$ cat src/rtl/core/assert_macros.svh
// Assertion helpers shared by the RTL; bodies compile away under SYNTHESIS.
`ifndef ASSERT_MACROS_SVH
`define ASSERT_MACROS_SVH

`ifndef SYNTHESIS
// Checked on every clock edge outside reset.
`define DPVC_ASSERT(lbl, prop, msg) \
  lbl: assert property (@(posedge clk) disable iff (!rst_n) prop) else $error(msg);
// Checked on every clock edge, reset included.
`define DPVC_ASSERT_ALWAYS(lbl, prop, msg) \
  lbl: assert property (@(posedge clk) prop) else $error(msg);
`else
`define DPVC_ASSERT(lbl, prop, msg)
`define DPVC_ASSERT_ALWAYS(lbl, prop, msg)
`endif

`endif

$ cat src/rtl/core/dpvc_pkg.sv
`timescale 1ns / 1ps
`default_nettype none

package dpvc_pkg;

  localparam int MAX_EXTREMA = 64;
  localparam int RING_DEPTH  = 4;

  localparam int SAMPLE_W   = 16;
  localparam int HOLD_W     = 8;
  localparam int CNT_W      = 7;
  localparam int TOTAL_W    = 22;
  localparam int HOLD_CNT_W = 9;
  localparam int SLOT_W     = $clog2(RING_DEPTH);
  localparam int RING_SUM_W = SAMPLE_W + SLOT_W;
  localparam int CFG_IDX_W  = 2;
  localparam int CFG_DATA_W = 8;

  localparam logic [HOLD_W-1:0]     HOLD_RESET   = HOLD_W'(16);
  localparam logic [CNT_W-1:0]      TARGET_RESET =
    (MAX_EXTREMA > 127) ? CNT_W'(127) : CNT_W'(MAX_EXTREMA);
  localparam logic [TOTAL_W-1:0]    TOTAL_MAX    = {TOTAL_W{1'b1}};
  localparam logic [HOLD_CNT_W-1:0] HOLD_MAX     = {HOLD_CNT_W{1'b1}};

  typedef enum logic [CFG_IDX_W-1:0] {
    CFG_HOLD_LIMIT     = 2'd0,
    CFG_EXTREMA_TARGET = 2'd1
  } cfg_reg_t;

  typedef struct packed {
    logic [SAMPLE_W-1:0] sample_a;
    logic [SAMPLE_W-1:0] sample_b;
  } in_t;

  typedef struct packed {
    logic [TOTAL_W-1:0]  a_offset_sum;
    logic [TOTAL_W-1:0]  a_peak_sum;
    logic [TOTAL_W-1:0]  a_valley_sum;
    logic [CNT_W-1:0]    a_extrema_count;
    logic                a_done;
    logic [TOTAL_W-1:0]  b_offset_sum;
    logic [TOTAL_W-1:0]  b_peak_sum;
    logic [TOTAL_W-1:0]  b_valley_sum;
    logic [CNT_W-1:0]    b_extrema_count;
    logic                b_done;
  } out_t;

  // Per-channel status after one tracking step.
  typedef struct packed {
    logic [TOTAL_W-1:0] offset_sum;
    logic [TOTAL_W-1:0] peak_sum;
    logic [TOTAL_W-1:0] valley_sum;
    logic [CNT_W-1:0]   extrema_count;
    logic               done;
  } chan_stat_t;

endpackage

`default_nettype wire

$ cat src/rtl/core/dpvc_ring_mean.sv
`timescale 1ns / 1ps
`default_nettype none

module dpvc_ring_mean import dpvc_pkg::*; (
  input  logic                clk,
  input  logic                rst_n,
  input  logic                load,
  input  in_t                 item,
  output logic [SAMPLE_W-1:0] mean_a,
  output logic [SAMPLE_W-1:0] mean_b
);

  logic [SAMPLE_W-1:0]   ring_a_r [RING_DEPTH];
  logic [SAMPLE_W-1:0]   ring_b_r [RING_DEPTH];
  logic [SLOT_W-1:0]     slot_r;
  logic [SAMPLE_W-1:0]   mean_a_r, mean_b_r;
  logic [RING_SUM_W-1:0] sum_a, sum_b;

  // Sum the ring as it stands once the new sample sits in its slot.
  always_comb begin
    sum_a = '0;
    sum_b = '0;
    for (int i = 0; i < RING_DEPTH; i++) begin
      if (slot_r == SLOT_W'(i)) begin
        sum_a = sum_a + RING_SUM_W'(item.sample_a);
        sum_b = sum_b + RING_SUM_W'(item.sample_b);
      end else begin
        sum_a = sum_a + RING_SUM_W'(ring_a_r[i]);
        sum_b = sum_b + RING_SUM_W'(ring_b_r[i]);
      end
    end
  end

  always_ff @(posedge clk) begin
    if (!rst_n) begin
      slot_r <= '0;
      for (int i = 0; i < RING_DEPTH; i++) begin
        ring_a_r[i] <= '0;
        ring_b_r[i] <= '0;
      end
    end else if (load) begin
      ring_a_r[slot_r] <= item.sample_a;
      ring_b_r[slot_r] <= item.sample_b;
      slot_r           <= slot_r + SLOT_W'(1);
    end
  end

  always_ff @(posedge clk) begin
    if (load) begin
      mean_a_r <= sum_a[RING_SUM_W-1:SLOT_W];
      mean_b_r <= sum_b[RING_SUM_W-1:SLOT_W];
    end
  end

  assign mean_a = mean_a_r;
  assign mean_b = mean_b_r;

endmodule

`default_nettype wire

$ cat src/rtl/core/dpvc_tracker.sv
`timescale 1ns / 1ps
`default_nettype none
`include "assert_macros.svh"

module dpvc_tracker import dpvc_pkg::*; (
  input  logic                clk,
  input  logic                rst_n,
  input  logic                en,
  input  logic [SAMPLE_W-1:0] mean,
  input  logic [HOLD_W-1:0]   hold_limit,
  input  logic [CNT_W-1:0]    extrema_target,
  output chan_stat_t          stat_nxt
);

  logic [SAMPLE_W-1:0]   peak_r, peak_nxt;
  logic [SAMPLE_W-1:0]   valley_r, valley_nxt;
  logic                  seek_valley_r, seek_valley_nxt;
  logic [HOLD_CNT_W-1:0] peak_hold_r, peak_hold_nxt;
  logic [HOLD_CNT_W-1:0] valley_hold_r, valley_hold_nxt;
  logic [CNT_W-1:0]      count_r, count_nxt;
  logic [TOTAL_W-1:0]    offset_r, offset_nxt;
  logic [TOTAL_W-1:0]    peak_sum_r, peak_sum_nxt;
  logic [TOTAL_W-1:0]    valley_sum_r, valley_sum_nxt;

  logic                  active;
  logic                  peak_run, peak_beat, peak_conf;
  logic                  seek_mid, valley_run, valley_beat, valley_conf;
  logic [SAMPLE_W-1:0]   valley_mid;
  logic [HOLD_CNT_W-1:0] peak_hold_inc, valley_hold_inc;
  logic [SAMPLE_W:0]     offset_add;

  function automatic logic [HOLD_CNT_W-1:0] hold_inc(input logic [HOLD_CNT_W-1:0] c);
    return (c == HOLD_MAX) ? HOLD_MAX : c + HOLD_CNT_W'(1);
  endfunction

  function automatic logic [TOTAL_W-1:0] sat_add(input logic [TOTAL_W-1:0] a,
                                                 input logic [SAMPLE_W:0]  b);
    logic [TOTAL_W:0] s;
    s = {1'b0, a} + (TOTAL_W + 1)'(b);
    return s[TOTAL_W] ? TOTAL_MAX : s[TOTAL_W-1:0];
  endfunction

  always_comb begin
    active = count_r < extrema_target;

    // Peak search.
    peak_run      = active && !seek_valley_r;
    peak_beat     = mean > peak_r;
    peak_hold_inc = hold_inc(peak_hold_r);
    peak_conf     = peak_run && !peak_beat &&
                    (peak_hold_inc > HOLD_CNT_W'(hold_limit));

    // Valley search runs in the same step right after a confirmed peak.
    seek_mid        = seek_valley_r | peak_conf;
    valley_run      = active && seek_mid;
    valley_mid      = peak_conf ? peak_r : valley_r;
    valley_beat     = mean < valley_mid;
    valley_hold_inc = hold_inc(valley_hold_r);
    valley_conf     = valley_run && !valley_beat &&
                      (valley_hold_inc > HOLD_CNT_W'(hold_limit));

    if (valley_conf) begin
      peak_nxt = valley_mid;
    end else if (peak_run && peak_beat) begin
      peak_nxt = mean;
    end else begin
      peak_nxt = peak_r;
    end

    if (peak_run) begin
      peak_hold_nxt = (peak_beat || peak_conf) ? '0 : peak_hold_inc;
    end else begin
      peak_hold_nxt = peak_hold_r;
    end

    valley_nxt = (valley_run && valley_beat) ? mean : valley_mid;

    if (valley_run) begin
      valley_hold_nxt = (valley_beat || valley_conf) ? '0 : valley_hold_inc;
    end else begin
      valley_hold_nxt = valley_hold_r;
    end

    seek_valley_nxt = seek_mid & ~valley_conf;

    // Both confirmations add to the offset in one saturating add.
    offset_add = (peak_conf ? {1'b0, peak_r} : '0) +
                 (valley_conf ? {1'b0, valley_mid} : '0);
    offset_nxt     = sat_add(offset_r, offset_add);
    peak_sum_nxt   = peak_conf ? sat_add(peak_sum_r, {1'b0, peak_r}) : peak_sum_r;
    valley_sum_nxt = valley_conf ? sat_add(valley_sum_r, {1'b0, valley_mid})
                                 : valley_sum_r;
    count_nxt      = count_r + CNT_W'(peak_conf) + CNT_W'(valley_conf);
  end

  always_ff @(posedge clk) begin
    if (!rst_n) begin
      peak_r        <= '0;
      valley_r      <= '0;
      seek_valley_r <= 1'b0;
      peak_hold_r   <= '0;
      valley_hold_r <= '0;
      count_r       <= '0;
      offset_r      <= '0;
      peak_sum_r    <= '0;
      valley_sum_r  <= '0;
    end else if (en) begin
      peak_r        <= peak_nxt;
      valley_r      <= valley_nxt;
      seek_valley_r <= seek_valley_nxt;
      peak_hold_r   <= peak_hold_nxt;
      valley_hold_r <= valley_hold_nxt;
      count_r       <= count_nxt;
      offset_r      <= offset_nxt;
      peak_sum_r    <= peak_sum_nxt;
      valley_sum_r  <= valley_sum_nxt;
    end
  end

  assign stat_nxt.offset_sum    = offset_nxt;
  assign stat_nxt.peak_sum      = peak_sum_nxt;
  assign stat_nxt.valley_sum    = valley_sum_nxt;
  assign stat_nxt.extrema_count = count_nxt;
  assign stat_nxt.done          = count_nxt >= extrema_target;

  // Only the hold counter of the side being searched may be nonzero.
  `DPVC_ASSERT(a_idle_hold_clear, (seek_valley_r ? (peak_hold_r == '0) : (valley_hold_r == '0)), "hold counter of idle side is nonzero")
  // A channel that reached its target keeps its count.
  `DPVC_ASSERT(a_frozen_count, (en && !active) |=> (count_r == $past(count_r)), "frozen channel changed its count")

endmodule

`default_nettype wire

$ cat src/rtl/core/dual_peak_valley_calibrator_unit.sv
`timescale 1ns / 1ps
`default_nettype none
`include "assert_macros.svh"

// Port group  Direction  Handshake           Payload
// in_*        input      in_valid/in_stall   in_data   (in_t: sample_a, sample_b)
// out_*       output     out_valid/out_stall out_data  (out_t: sums, counts, done)
// cfg_*       input      cfg_we              cfg_index, cfg_wdata
//
// One beat per clock sustained while out_stall is low; a result passes the mean and output registers.
// The first stage sums each ring (adder tree); the second runs the peak/valley step.
// Reset is synchronous on rst_n: rings, trackers and valid flags clear, hold_limit=16.
// A stalled output holds its beat; input keeps flowing until both stages are full.

module dual_peak_valley_calibrator_unit import dpvc_pkg::*; (
  input  logic                  clk,
  input  logic                  rst_n,
  input  logic                  in_valid,
  output logic                  in_stall,
  input  in_t                   in_data,
  output logic                  out_valid,
  input  logic                  out_stall,
  output out_t                  out_data,
  input  logic                  cfg_we,
  input  logic [CFG_IDX_W-1:0]  cfg_index,
  input  logic [CFG_DATA_W-1:0] cfg_wdata
);

  logic                s1_valid_r, s1_valid_nxt;
  logic                out_valid_r, out_valid_nxt;
  out_t                out_r;
  logic [HOLD_W-1:0]   hold_limit_r;
  logic [CNT_W-1:0]    target_r;
  logic                out_adv, in_acc, track_en;
  logic [SAMPLE_W-1:0] mean_a, mean_b;
  chan_stat_t          stat_a, stat_b;

  always_comb begin
    out_adv       = !out_valid_r || !out_stall;
    in_stall      = s1_valid_r && !out_adv;
    in_acc        = in_valid && !in_stall;
    track_en      = s1_valid_r && out_adv;
    s1_valid_nxt  = in_acc || (s1_valid_r && !out_adv);
    out_valid_nxt = track_en || (out_valid_r && out_stall);
  end

  dpvc_ring_mean u_ring (
    .clk    (clk),
    .rst_n  (rst_n),
    .load   (in_acc),
    .item   (in_data),
    .mean_a (mean_a),
    .mean_b (mean_b)
  );

  dpvc_tracker u_track_a (
    .clk            (clk),
    .rst_n          (rst_n),
    .en             (track_en),
    .mean           (mean_a),
    .hold_limit     (hold_limit_r),
    .extrema_target (target_r),
    .stat_nxt       (stat_a)
  );

  dpvc_tracker u_track_b (
    .clk            (clk),
    .rst_n          (rst_n),
    .en             (track_en),
    .mean           (mean_b),
    .hold_limit     (hold_limit_r),
    .extrema_target (target_r),
    .stat_nxt       (stat_b)
  );

  always_ff @(posedge clk) begin
    if (!rst_n) begin
      s1_valid_r  <= 1'b0;
      out_valid_r <= 1'b0;
    end else begin
      s1_valid_r  <= s1_valid_nxt;
      out_valid_r <= out_valid_nxt;
    end
  end

  always_ff @(posedge clk) begin
    if (!rst_n) begin
      hold_limit_r <= HOLD_RESET;
      target_r     <= TARGET_RESET;
    end else if (cfg_we) begin
      case (cfg_index)
        CFG_HOLD_LIMIT:     hold_limit_r <= cfg_wdata[HOLD_W-1:0];
        CFG_EXTREMA_TARGET: target_r     <= cfg_wdata[CNT_W-1:0];
        default: ;
      endcase
    end
  end

  always_ff @(posedge clk) begin
    if (track_en) begin
      out_r.a_offset_sum    <= stat_a.offset_sum;
      out_r.a_peak_sum      <= stat_a.peak_sum;
      out_r.a_valley_sum    <= stat_a.valley_sum;
      out_r.a_extrema_count <= stat_a.extrema_count;
      out_r.a_done          <= stat_a.done;
      out_r.b_offset_sum    <= stat_b.offset_sum;
      out_r.b_peak_sum      <= stat_b.peak_sum;
      out_r.b_valley_sum    <= stat_b.valley_sum;
      out_r.b_extrema_count <= stat_b.extrema_count;
      out_r.b_done          <= stat_b.done;
    end
  end

  assign out_valid = out_valid_r;
  assign out_data  = out_r;

  // A beat in the mean stage is never dropped while the output is blocked.
  `DPVC_ASSERT(a_s1_held, (s1_valid_r && !out_adv) |=> s1_valid_r, "mean stage beat lost")
  // Every tracking step lands in the output register.
  `DPVC_ASSERT(a_step_to_out, track_en |=> out_valid_r, "tracking step produced no output")
  // Both stages come out of reset empty.
  `DPVC_ASSERT_ALWAYS(a_reset_empty, $past(!rst_n) |-> (!s1_valid_r && !out_valid_r), "pipeline not empty after reset")

endmodule

`default_nettype wire

$ cat config.mk
export PLATFORM = sky130hd
export DESIGN_NAME = dual_peak_valley_calibrator_unit
export DESIGN_NICKNAME = d
export VERILOG_FILES = /design/src/rtl/core/dpvc_pkg.sv /design/src/rtl/core/dpvc_ring_mean.sv /design/src/rtl/core/dpvc_tracker.sv /design/src/rtl/core/dual_peak_valley_calibrator_unit.sv
export VERILOG_INCLUDE_DIRS = /design/src /design/src/rtl/core
export SDC_FILE = /design/constraint.sdc
export NUM_CORES = 2
export LEC_CHECK = 0
export ABC_CLOCK_PERIOD_IN_PS = 12200
export BUFFER_PORTS_ARGS = -buffer_cell sky130_fd_sc_hd__buf_2
export CORE_UTILIZATION = 48
export CTS_CLUSTER_DIAMETER = 200
export DETAILED_ROUTE_END_ITERATION = 16
export PLACE_DENSITY = 0.75
export SETUP_SLACK_MARGIN = 0.1
export SLEW_MARGIN = 20
export SYNTH_ARGS = -nofsm -noshare
export SYNTH_HDL_FRONTEND = slang
export SYNTH_SLANG_ARGS = --single-unit
$ cat constraint.sdc
create_clock -name clk -period 12.2 [get_ports clk]
set_input_delay 1.83 -clock clk [delete_from_list [all_inputs] [get_ports clk]]
set_output_delay 1.83 -clock clk [all_outputs]
set_load 0.03 [all_outputs]
==> results.txt <==
----------------------------------------------------
[STA]
  Setup_tns ... 0 ps
  Setup slack of the critical path after layout ... 1420 ps
  Fin. Hold Viols ... 0
  Remaining max-slew budget at the tightest pin ... 27.3%
  Slew Limit Fails ... 0
  Final setup violation count ... 0
  Worst clock skew ... 28.1 ps
  Unrepaired setup endpoints after global routing ... no
  Worst Max-Slew Pin Slew ... 1090 ps
  Min cycle time layout ... 10780 ps
  Final period util ... 88.4%
  Max Fclk ... 0.0928 GHz

[Clocking]
  H-Tree Depth ... 3
  Clock Sink Count ... 575
  Later-pin clock latency in the skew report ... 610 ps
  Clk Tree Root Cell ... sky130_fd_sc_hd__clkbuf_16
  CTS max path bufs ... 3
  Post-cts gate resize count ... 0
  TritonCTS Buffers ... 66
  Post-CTS Hold Buffers ... 0
  Clock tree from TritonCTS ... yes
  Post-CTS Setup Inserts ... 0
  Clock slew seen by the registers of the worst setup and hold paths ... 60 ps

[Finish]
  Ratio of cells with drive above 1 in the final layout ... 13.3%
  Total number of nets in the final design ... 4574
  Final cell utilization of the core ... 54.0%
  Relative area change from synthesis to final layout ... 11.0%
  Antenna fix cells ... 0

[Worst setup path]
  Critical path launch point ... u_track_a.peak_hold_r[0]
  Cell type of the slowest stage on the worst timing path ... sky130_fd_sc_hd__and4_1
  Critical path data arrival time ... 11290 ps
  Worst reg2reg endpoint ... u_track_a.offset_r[19]
  Worst setup SP type ... flop
  Element type at the critical path end ... flop
  Highest cell delay on the worst timing path ... 780 ps
  Kind of critical path ... flop to flop
  Register-to-register setup slack ... 1420 ps
  Largest fanout on the critical path ... 57
  Required @ worst endpoint ... 12710 ps
  Most common cell on crit path ... sky130_fd_sc_hd__ha_1
  Launch instance of the worst register-to-register path ... u_track_a.peak_hold_r[0]
  Crit path to ... u_track_a.offset_r[19]
  Register-to-Register Path Depth ... 41

[Synthesis]
  Number of library cell types mapped by synthesis ... 104
  Cell type with the highest aggregate area in the netlist ... sky130_fd_sc_hd__edfxtp_1
  Mapped cell area ... 37100 sq um
  Cell types with the largest area share after synthesis ... sky130_fd_sc_hd__edfxtp_1, sky130_fd_sc_hd__dfxtp_1, sky130_fd_sc_hd__ha_1
  Sequential area share after synthesis ... 39.4%
  Post-synthesis sequential element count ... 575
  Number of warnings issued by yosys ... 0
  Most used flip-flop cell after synthesis ... sky130_fd_sc_hd__edfxtp_1
  Syn Area/Cell ... 9.23 sq um
  Portion of synthesized cell area occupied by the leading cell type ... 25.0%
  Syn_nets ... 4431
  Number of flops mapped to enable cells by yosys ... 308
  Cell count after synthesis ... 4016
  FFs w/ async S/R, synth ... 0%

[Detailed routing]
  DRC marker count from the first detailed-route iteration ... 2106
  Routed Wire Length ... 91.8 mm
  Via density per instance ... 5.65
  Residual DRC count ... 0
  Initial DRT Pass Iterations ... 6
  Total via count after detailed routing ... 29600
  Antenna Nets Post-Route ... 0
  Routed length per placed instance ... 17.5 um

[Global routing]
  Vias in the first global route ... 28000
  Initial antenna violation count ... 7
  Largest net degree at the start of global routing ... 188
  Global-route wire length before repair ... 147 mm
  Leftover overflow at the end of global routing ... 0
  Overall Global Routing Usage ... 23.2%

[Pwr]
  Flop pwr share ... 37.8%
  IR Drop Worst-Case VDD ... 111 uV
  Portion of total power attributed to the clock network ... 30.7%
  Ratio of total power to cell area ... 156 nW/um^2
  Switching power of the nets ... 0.00214 W
  Leakage power ... 17.7 nW
  Switching Fraction ... 33.3%
  Internal Power ... 0.00427 W
  Combinational group share of total power ... 31.5%

[Floorplanning]
  Die Width ... 280 um
  Die Span Y ... 280 um
  Total I/O pin count ... 197
  Rows ... 101
  Starting density of the core ... 48.6%
  Placeable core area ... 76200 sq um
  Total Die Area ... 78300 sq um

[Run]
  Max-cap check violation count ... 0

[Placed design]
  Last weighted congestion value of the routability-driven placer ... 0.936
  Detailed Place HPWL ... 66.5 mm
  IO Port Bufs ... 196
  Worst setup slack before clock tree synthesis ... 1640 ps

[Status]
  Status ... finished clean

[Min path]
  Hold Path Depth ... 2
  Class of the most critical hold timing path ... flop to flop

----------------------------------------------------
-- flip-flops by register name (all words and copies together), names as in the netlist, 22 cells and up --
name	flops
u_track_b.offset_r	22
u_track_a.offset_r	22
u_track_b.peak_sum_r	22
out_data	148
u_ring.ring_b_r	64
u_track_a.peak_sum_r	22
u_track_a.valley_sum_r	22
u_track_b.valley_sum_r	22
u_ring.ring_a_r	64
-- routing by layer --
metal	up-vias	share of wire [%]	track usage [%]
met3	137	6.2	3.69
met4	14	2.0	6.70
met2	786	44	35.9
li1	14600	-	-
met1	14000	48	33.2
met5	-	0.10	0
-- cell type report --
class,instances,area (sq um)
Clock buffer,84,1790
Sequential cell,575,14600
Multi-Input combinational cell,3108,21200
Clock inverter,35,324
Fill cell,6827,35100
Inverter,188,721
Timing Repair Buffer,220,1180
Tap cell,1030,1290
-- worst max-delay path: cells and delay by family (launching register included) --
family	cells	cell delay, ps
compound gates	17	3350
xor+xnor	1	170
fa+ha+maj	5	1460
buf+inv	4	1290
flops	1	390
simple gates	14	3950
-- synthesized netlist by cell type, drive strengths merged, types with 8 or more instances --
| cell | instances |
|---|---|
| xor2 | 58 |
| a211oi | 30 |
| edfxtp | 308 |
| and2 | 161 |
| nand3 | 76 |
| or3 | 24 |
| o21a | 32 |
| ha | 354 |
| mux2 | 139 |
| inv | 188 |
| and3 | 39 |
| or2 | 33 |
| nor2 | 476 |
| nand4 | 33 |
| nand2b | 42 |
| a21o | 64 |
| mux2i | 19 |
| buf | 39 |
| nor3 | 87 |
| a31oi | 43 |
| a21oi | 328 |
| nor2b | 60 |
| a21boi | 20 |
| o211ai | 43 |
| xnor2 | 155 |
| o21bai | 28 |
| o31ai | 8 |
| a22oi | 32 |
| clkbuf | 106 |
| nand2 | 335 |
| o21ai | 238 |
| fa | 14 |
| dfxtp | 267 |
| nor4 | 13 |
-- power groups by stage --
stage               Combinational (W)  Clock [W]  Sequential, W
global route                  0.00227    0.00208        0.00244
finish                        0.00202    0.00197        0.00242
floorplan                     0.00153          0        0.00243
global placement              0.00194          0        0.00246
CTS                           0.00201    0.00201        0.00242
detailed placement            0.00199          0        0.00246
-- worst min-delay path by stage --
stage,start,endpoint
final,u_track_a.valley_r[7],u_track_a.valley_r[7]
after global routing,u_track_b.valley_r[6],u_track_b.valley_r[6]
after CTS,u_track_a.valley_r[7],u_track_a.valley_r[7]
after detailed placement,u_track_a.valley_r[7],u_track_a.valley_r[7]
after global placement,u_track_b.valley_r[11],u_track_b.valley_r[11]
after floorplan,u_track_b.valley_r[2],u_track_b.valley_r[2]
-- placed cells by master, fill, tap and decap left out, drive strengths merged, types with 58 or more instances in the layout --
| master | count |
|---|---|
| xor2 | 58 |
| nor2 | 476 |
| ha | 354 |
| o21ai | 238 |
| a21oi | 328 |
| clkbuf | 84 |
| dfxtp | 267 |
| mux2 | 139 |
| inv | 193 |
| nand2 | 335 |
| nand3 | 76 |
| nor3 | 87 |
| edfxtp | 308 |
| a21o | 64 |
| nor2b | 60 |
| xnor2 | 155 |
| buf | 220 |
| and2 | 161 |
-- logic make-up (layout without fill, tap and decap cells) --
family	count (synthesis)	in the layout	share of synthesized area [%]
multiplexers	158	158	4.77
adder cells (fa/ha/maj)	370	370	12.8
AO/OA/AOI/OAI	959	959	16.4
flip-flops	575	575	39.4
XOR/XNOR	213	213	5.03
buffers and inverters	333	527	3.50
AND/OR/NAND/NOR	1408	1408	18.1
-- metrics by stage --
step                total power, W  hold WS, ps  cell area (sq um)  instances
floorplan                  0.00396          432              37100       4016
global placement           0.00440          440              39000       5121
detailed placement         0.00445          443              39000       5121
CTS                        0.00644          451              41100       5240
global route               0.00679          465              41100       5240
finish                     0.00641          451              41100       5240
(Power assumes the default switching activity.)
